--- src/hw/rtl/kvt_pkg.sv ---
package kvt_pkg;

	// fixed widths of the word fields on the ports
	localparam int unsigned FIELD_W = 32;

	// defaults for the top level parameters
	localparam int unsigned DEPTH_DEF       = 16;
	localparam int unsigned KEY_WIDTH_DEF   = 32;
	localparam int unsigned VALUE_WIDTH_DEF = 32;

	// request codes
	typedef enum logic [1:0] {
		REQ_GET  = 2'd0,
		REQ_PUT  = 2'd1,
		REQ_LIST = 2'd2,
		REQ_NONE = 2'd3
	} req_t;

	// result status codes
	typedef enum logic [1:0] {
		ST_OK        = 2'd0,
		ST_NOT_FOUND = 2'd1,
		ST_FULL      = 2'd2,
		ST_EMPTY     = 2'd3
	} status_t;

	// sequencer states
	typedef enum logic {
		S_IDLE = 1'b0,
		S_SCAN = 1'b1
	} state_t;

	// one result word as it leaves the sequencer
	typedef struct packed {
		logic                 valid;
		status_t              status;
		logic [FIELD_W-1:0]   value;
		logic [FIELD_W-1:0]   key;
		logic                 last;
	} result_t;

endpackage

--- src/hw/rtl/kvt_ram.sv ---
module kvt_ram #(
	parameter int unsigned WIDTH = 32,
	parameter int unsigned DEPTH = 16,
	localparam int unsigned AW = (DEPTH > 1) ? $clog2(DEPTH) : 1
) (
	input  logic             clk,
	input  logic             we,
	input  logic [AW-1:0]    waddr,
	input  logic [WIDTH-1:0] wdata,
	input  logic             re,
	input  logic [AW-1:0]    raddr,
	output logic [WIDTH-1:0] rdata
);

	logic [WIDTH-1:0] mem [DEPTH];

	// write port
	always_ff @(posedge clk) begin
		if (we) begin
			mem[waddr] <= wdata;
		end
	end

	// registered read port
	always_ff @(posedge clk) begin
		if (re) begin
			rdata <= mem[raddr];
		end
	end

endmodule

--- src/hw/rtl/kvt_scan.sv ---
module kvt_scan #(
	parameter int unsigned DEPTH       = 16,
	parameter int unsigned KEY_WIDTH   = 32,
	parameter int unsigned VALUE_WIDTH = 32,
	localparam int unsigned IDX_W = (DEPTH > 1) ? $clog2(DEPTH) : 1
) (
	input  logic                          clk,
	input  logic                          arst_n,
	// request side
	input  logic                          start,
	output logic                          busy,
	input  logic [1:0]                    req_type,
	input  logic [kvt_pkg::FIELD_W-1:0]   lookup_key,
	input  logic [kvt_pkg::FIELD_W-1:0]   store_value,
	// memory side, both stores share the addresses
	output logic                          rd_en,
	output logic [IDX_W-1:0]              rd_addr,
	input  logic [KEY_WIDTH-1:0]          key_rdata,
	input  logic [VALUE_WIDTH-1:0]        val_rdata,
	output logic                          key_we,
	output logic                          val_we,
	output logic [IDX_W-1:0]              wr_addr,
	output logic [KEY_WIDTH-1:0]          key_wdata,
	output logic [VALUE_WIDTH-1:0]        val_wdata,
	// result side
	output kvt_pkg::result_t              result
);

	import kvt_pkg::*;

	localparam int unsigned CNT_W = $clog2(DEPTH + 1);

	state_t                 state_q, state_d;
	req_t                   req_q;
	logic [KEY_WIDTH-1:0]   key_q;
	logic [VALUE_WIDTH-1:0] val_q;
	logic [CNT_W-1:0]       issue_q;
	logic [CNT_W-1:0]       count_q;
	logic                   valid_s1;
	logic [IDX_W-1:0]       idx_s1;
	result_t                res_q, res_d;

	logic accept;
	logic is_lookup;
	logic hit;
	logic list_out;
	logic list_last;
	logic scan_end;
	logic finish;
	logic has_room;
	logic count_inc;

	assign accept    = start && (state_q == S_IDLE);
	assign busy      = (state_q != S_IDLE);
	assign has_room  = (count_q < CNT_W'(DEPTH));
	assign is_lookup = (req_q == REQ_GET) || (req_q == REQ_PUT);

	// compare stage, one entry behind the read, on the registered read data
	assign hit       = valid_s1 && is_lookup && (key_rdata == key_q);
	assign list_out  = valid_s1 && (req_q == REQ_LIST);
	assign list_last = (CNT_W'(idx_s1) + CNT_W'(1)) == count_q;
	assign scan_end  = (state_q == S_SCAN) && !valid_s1
		&& ((issue_q >= count_q) || (req_q == REQ_NONE));
	assign finish    = hit || (list_out && list_last) || scan_end;

	// read issue over the filled slots
	assign rd_en   = (state_q == S_SCAN) && (req_q != REQ_NONE)
		&& (issue_q < count_q) && !hit;
	assign rd_addr = issue_q[IDX_W-1:0];

	// next state
	always_comb begin
		state_d = state_q;
		unique case (state_q)
			S_IDLE: begin
				if (accept) begin
					state_d = S_SCAN;
				end
			end
			S_SCAN: begin
				if (finish) begin
					state_d = S_IDLE;
				end
			end
			default: state_d = S_IDLE;
		endcase
	end

	// result word and store writes
	always_comb begin
		res_d        = '0;
		res_d.status = ST_OK;
		key_we       = 1'b0;
		val_we       = 1'b0;
		wr_addr      = idx_s1;
		key_wdata    = key_q;
		val_wdata    = val_q;
		count_inc    = 1'b0;
		priority if (hit) begin
			res_d.valid = 1'b1;
			res_d.last  = 1'b1;
			if (req_q == REQ_GET) begin
				res_d.value = FIELD_W'(val_rdata);
			end else begin
				val_we = 1'b1;
			end
		end else if (list_out) begin
			res_d.valid = 1'b1;
			res_d.key   = FIELD_W'(key_rdata);
			res_d.last  = list_last;
		end else if (scan_end) begin
			res_d.valid = 1'b1;
			res_d.last  = 1'b1;
			unique case (req_q)
				REQ_GET:  res_d.status = ST_NOT_FOUND;
				REQ_PUT: begin
					if (has_room) begin
						key_we    = 1'b1;
						val_we    = 1'b1;
						wr_addr   = count_q[IDX_W-1:0];
						count_inc = 1'b1;
					end else begin
						res_d.status = ST_FULL;
					end
				end
				REQ_LIST: res_d.status = ST_EMPTY;
				REQ_NONE: res_d.status = ST_NOT_FOUND;
				default:  res_d.status = ST_NOT_FOUND;
			endcase
		end
	end

	// control registers
	always_ff @(posedge clk or negedge arst_n) begin
		if (!arst_n) begin
			state_q   <= S_IDLE;
			issue_q   <= '0;
			count_q   <= '0;
			valid_s1  <= 1'b0;
			res_q     <= '0;
		end else begin
			state_q  <= state_d;
			valid_s1 <= rd_en;
			res_q    <= res_d;
			if (accept) begin
				issue_q <= '0;
			end else if (rd_en) begin
				issue_q <= issue_q + CNT_W'(1);
			end
			if (count_inc) begin
				count_q <= count_q + CNT_W'(1);
			end
		end
	end

	// request word and read index
	always_ff @(posedge clk) begin
		if (accept) begin
			req_q <= req_t'(req_type);
			key_q <= KEY_WIDTH'(lookup_key);
			val_q <= VALUE_WIDTH'(store_value);
		end
		if (rd_en) begin
			idx_s1 <= rd_addr;
		end
	end

	assign result = res_q;

endmodule

--- src/hw/rtl/key_value_table_top.sv ---
// key/value table with up to DEPTH pairs kept in insertion order
//
// request channel: a word is taken at a rising edge with start high and busy
// low. req_type selects get (value for lookup_key), put (store store_value
// under lookup_key, overwrite or append) or list (every stored key in order).
// result channel: each result word is on the ports for one cycle with
// result_valid high; the receiver cannot stall, so results are never held.
// every request ends with one word that has last set; list gives one word
// per stored key, back to back, or a single empty-status word.
//
// timing: the stores are read one slot a cycle from slot 0, with the compare
// on the registered read data in the cycle after. busy holds while slots
// are read, and when a get or put misses it also waits out the last compare;
// a hit stops at the matching slot, a list reads every filled slot, and a
// request on an empty table or with the unused code reads no slot. a result
// passes the store read register and the result register before it is on
// the ports; busy drops as the final word is registered.
//
// reset clears the fill count, so the table starts empty; store contents
// are not cleared and are never read before they are written.
module key_value_table_top #(
	parameter int unsigned DEPTH       = kvt_pkg::DEPTH_DEF,
	parameter int unsigned KEY_WIDTH   = kvt_pkg::KEY_WIDTH_DEF,
	parameter int unsigned VALUE_WIDTH = kvt_pkg::VALUE_WIDTH_DEF
) (
	input  logic                        clk,
	input  logic                        arst_n,
	input  logic                        start,
	output logic                        busy,
	input  logic [1:0]                  req_type,
	input  logic [kvt_pkg::FIELD_W-1:0] lookup_key,
	input  logic [kvt_pkg::FIELD_W-1:0] store_value,
	output logic                        result_valid,
	output logic [1:0]                  status,
	output logic [kvt_pkg::FIELD_W-1:0] value_out,
	output logic [kvt_pkg::FIELD_W-1:0] key_out,
	output logic                        last
);

	import kvt_pkg::*;

	localparam int unsigned IDX_W = (DEPTH > 1) ? $clog2(DEPTH) : 1;

	logic                   rd_en;
	logic [IDX_W-1:0]       rd_addr;
	logic [KEY_WIDTH-1:0]   key_rdata;
	logic [VALUE_WIDTH-1:0] val_rdata;
	logic                   key_we;
	logic                   val_we;
	logic [IDX_W-1:0]       wr_addr;
	logic [KEY_WIDTH-1:0]   key_wdata;
	logic [VALUE_WIDTH-1:0] val_wdata;
	result_t                result;

	// scan sequencer
	kvt_scan #(
		.DEPTH       (DEPTH),
		.KEY_WIDTH   (KEY_WIDTH),
		.VALUE_WIDTH (VALUE_WIDTH)
	) u_scan (
		.clk         (clk),
		.arst_n      (arst_n),
		.start       (start),
		.busy        (busy),
		.req_type    (req_type),
		.lookup_key  (lookup_key),
		.store_value (store_value),
		.rd_en       (rd_en),
		.rd_addr     (rd_addr),
		.key_rdata   (key_rdata),
		.val_rdata   (val_rdata),
		.key_we      (key_we),
		.val_we      (val_we),
		.wr_addr     (wr_addr),
		.key_wdata   (key_wdata),
		.val_wdata   (val_wdata),
		.result      (result)
	);

	// key store
	kvt_ram #(
		.WIDTH (KEY_WIDTH),
		.DEPTH (DEPTH)
	) u_key_ram (
		.clk   (clk),
		.we    (key_we),
		.waddr (wr_addr),
		.wdata (key_wdata),
		.re    (rd_en),
		.raddr (rd_addr),
		.rdata (key_rdata)
	);

	// value store
	kvt_ram #(
		.WIDTH (VALUE_WIDTH),
		.DEPTH (DEPTH)
	) u_val_ram (
		.clk   (clk),
		.we    (val_we),
		.waddr (wr_addr),
		.wdata (val_wdata),
		.re    (rd_en),
		.raddr (rd_addr),
		.rdata (val_rdata)
	);

	// result word onto the ports
	assign result_valid = result.valid;
	assign status       = result.status;
	assign value_out    = result.value;
	assign key_out      = result.key;
	assign last         = result.last;

endmodule

--- config.mk ---
export PLATFORM = sky130hd
export DESIGN_NAME = key_value_table_top
export DESIGN_NICKNAME = d
export VERILOG_FILES = /design/src/hw/rtl/kvt_pkg.sv /design/src/hw/rtl/kvt_ram.sv /design/src/hw/rtl/kvt_scan.sv /design/src/hw/rtl/key_value_table_top.sv
export SDC_FILE = /design/constraint.sdc
export NUM_CORES = 1
export LEC_CHECK = 0
export BUFFER_PORTS_ARGS = -buffer_cell sky130_fd_sc_hd__clkbuf_2
export CAP_MARGIN = 20
export CELL_PAD_IN_SITES_DETAIL_PLACEMENT = 0
export CELL_PAD_IN_SITES_GLOBAL_PLACEMENT = 1
export CORE_MARGIN = 4
export CORE_UTILIZATION = 30
export CTS_CLUSTER_DIAMETER = 150
export DETAILED_ROUTE_END_ITERATION = 6
export PLACE_DENSITY_LB_ADDON = 0.1
export SLEW_MARGIN = 0
export SYNTH_ARGS = -nofsm -noshare
export SYNTH_HDL_FRONTEND = slang
export SYNTH_SLANG_ARGS = --single-unit
--- constraint.sdc ---
create_clock -name clk -period 9.3 [get_ports clk]
set_input_delay 0.93 -clock clk [delete_from_list [all_inputs] [get_ports clk]]
set_output_delay 0.93 -clock clk [all_outputs]
set_load 0.02 [all_outputs]
==> results.md <==
- Worst VDD drop: 0.174 mV
- Placed Area: 49800 sq um
- RSZ-0062 raised after global routing: false
- Inserted Clock Buffers: 143
- Hold_buf cts: 0
- Worst Path Arrival: 4.82 ns
- Share of cells above drive strength 1: 33.1%
- Setup CP Type: flip-flop to flip-flop
- Via density: 4.82
- CP Launch Type: flip-flop
- Crit. End Element: flip-flop
- Synth Area in XOR/XNOR: 0.756%
- Remaining routing DRC violations: 0
- Largest net degree at the start of global routing: 110
- Max Cap Viol: 0
- Global-route wire length before repair: 174000 microns
- Clk sinks: 1238
- Crit path time final: 4.40 ns
- PwrDens: 285 nW/um^2
- Critical path fanouts, max: 41
- Distinct cells, synth: 50
- Synth Area in Simple Gates: 2.14%
- Multiplexer area fraction after synthesis: 15.7%
- Ranking of synthesized cells by area: edfxtp_1 (75%), mux4_2 (15%), dfrtp_1 (4.3%), xnor2_1 (0.74%), and2_1 (0.47%)
- Gate Count Post-Synth: 1928
- Vias in the first global route: 22600
- DRT antenna net count: 0
- Area leader, netlist: edfxtp_1
- 1st-iter DRT viols: 1441
- Initial antenna violation count: 3
- Layout Nets: 2254
- CP required: 9.72 ns
- Reg clk slew, reported paths: 0.06 ns
- Depth of the worst register-to-register path: 9
- Final std cell area, no fill: 54400 sq um
- CTS root buffer: clkbuf_16
- Static Leak: 17.3 nW
- GRT overflow: 0
- Register area: 36800 sq um
- Synth Flop Type: edfxtp_1
- Top cell type's share of synthesized area: 75.0%
- Post-cts sizing count: 0
- Largest family of logic cells by synthesized area: multiplexers
- Count leader, synth: edfxtp_1
- Top post-synthesis cells by count: edfxtp_1 (1158), mux4_2 (313), dfrtp_1 (80), clkbuf_1 (47), xnor2_1 (39)
- Reg2reg setup slack: 4.90 ns
- Filler cells: 14200
- Gr usage total: 15.3%
- Max-slew violations: 0
- Die Width: 401 microns
- Final period utilization: 47.3%
- Setup violations, final: 0
- Synthesized area: 46400 sq um
- RR Startpoint: u_scan.issue_q[0]$_DFFE_PN0P_
- Multi-input logic area: 9260 sq um
- DRT Wirelength: 123000 microns
- I/O Buffers: 137
- CTS tree: yes
- Die Y: 401 microns
- Core footprint: 153000 sq um
- Post-DP HPWL: 64000 microns
- Row cnt: 143
- Via count: 20800
- Die area: 161000 sq um
- Setup Skew: 0.0253 ns
- Worst-Margin Slew: 1.09 ns
- Synth-to-layout area growth: 17.3%
- Post-Synth Adder-Cell Area: 0.216%
- # IOs: 138
- Max H-tree Level: 4
- Post-synth ARST share: 6.46%
- Register bit total from synthesis: 1238
- Final hold viol count: 0
- Fin Setup TNS: 0 ns
- GP Congestion: 0.703
- Max frequency: 227 MHz
- Number of synthesized flops with an enable pin: 1158
- Drt pass-1 iters: 7
- Hold crit path type: primary input to async pin
- Initial Util: 30.3%
- Mean Syn Cell Area: 24.0 sq um
- Relative slew margins: 27.2%
- Reg2reg end: u_key_ram.mem[15][22]$_DFFE_PP_
- CTS Buffer Depth: 3
- Syn nets: 2005
- Register area share after synthesis: 79.3%
- Clk_lat worst skew: 0.76 ns
- WL per Instance: 28.6 microns
- YS warnings: 0
- Outcome: completed
- Compound-gate portion of the synthesized area: 0.545%
- # Post-CTS Setup Buffers: 0
[layout make-up]
cell class / instances / share of cell area (%)
sequential: 1238 / 67.7
multi-input combinational: 591 / 17.0
clock buffer: 195 / 7.36
tap: 2030 / 4.67
timing repair buffer: 194 / 2.11
clock inverter: 64 / 1.06
inverter: 9 / 0.0668
antenna: 1 / 0.00460
[worst max path at each step]
stage,from,to,slack [ns],cells after the start
5_1_grt,u_scan.issue_q[0]$_DFFE_PN0P_,u_key_ram.mem[15][22]$_DFFE_PP_,4.54,9
6_report,u_scan.issue_q[0]$_DFFE_PN0P_,u_key_ram.mem[15][22]$_DFFE_PP_,4.90,9
2_1_floorplan,u_scan.issue_q[0]$_DFFE_PN0P_,u_key_ram.mem[0][0]$_DFFE_PP_,3.81,12
3_3_place_gp,u_scan.issue_q[0]$_DFFE_PN0P_,u_key_ram.mem[4][11]$_DFFE_PP_,4.59,9
4_1_cts,u_scan.issue_q[0]$_DFFE_PN0P_,u_key_ram.mem[15][22]$_DFFE_PP_,4.81,9
3_5_place_dp,u_scan.issue_q[0]$_DFFE_PN0P_,u_key_ram.mem[15][22]$_DFFE_PP_,4.82,9
[critical path, cell delays in order, from the launching register on]
cell	delay, ns
dfrtp_4	1.00
inv_1	0.19
ha_1	0.33
nand2b_1	0.11
a21o_1	0.14
a21o_1	0.17
a21o_1	0.33
nand3_1	0.47
nor2_4	0.86
buf_4	0.44
[per-layer routing]
metal  vias to the layer above  part of all wire, %  GRT usage (%)
met5                         -                    0              0
met1                     11500                   45           20.8
met2                       462                   49           25.2
met4                         0                  2.0           4.08
li1                       8685                    -              -
met3                       153                  4.0           2.93
[flip-flops by register name, summed over array words and instances, names as in the netlist]
signal / cells
u_val_ram.mem: 512
u_scan.busy: 1
u_key_ram.rdata: 32
u_scan.idx_s1: 4
u_key_ram.mem: 512
u_scan.valid_s1: 1
u_val_ram.rdata: 32
u_scan.val_wdata: 32
u_scan.issue_q: 5
u_scan.key_wdata: 32
u_scan.count_q: 5
u_scan.result: 68
u_scan.req_q: 2
[kinds of logic (layout without fill, tap and decap cells)]
kind of cell,Yosys count,in the layout
simple gates,179,179
flops,1238,1238
buf+inv,99,462
mux,326,326
other cells,0,1
xor+xnor,40,40
fa+ha+maj,8,8
compound gates,38,38
[placed cells by master, fill, tap and decap left out, drive strengths merged, types with 8 or more instances in the layout]
cell type  count
a21oi         18
and2          35
and3          35
buf           58
bufinv         9
clkbuf       331
clkinv        46
dfrtp         80
edfxtp      1158
ha             8
inv           14
mux4         320
nand2         25
nand3         13
nand4         17
nor2          24
xnor2         39
[per-stage QoR]
| step | power [mW] | utilization [%] | cells | setup WS, ns | hold WS, ns |
|---|---|---|---|---|---|
| floorplan | 9.15 | - | 1928 | 3.81 | 0.427 |
| global placement | 10.3 | 32.6 | 4060 | 4.59 | 0.448 |
| detailed placement | 10.3 | 32.6 | 4062 | 4.82 | 0.443 |
| CTS | 15.8 | 35.6 | 4321 | 4.81 | 0.211 |
| global route | 16.2 | 35.6 | 4321 | 4.54 | 0.257 |
| finish | 15.5 | 35.6 | 4322 | 4.90 | 0.240 |
[power by group]
group          switching, mW  internal, mW  leakage, nW
clock network           2.20          3.26         2.25
logic                   1.54          1.26         3.52
registers              0.498          6.76         11.6
No activity file was read; power rests on OpenSTA's default activity.
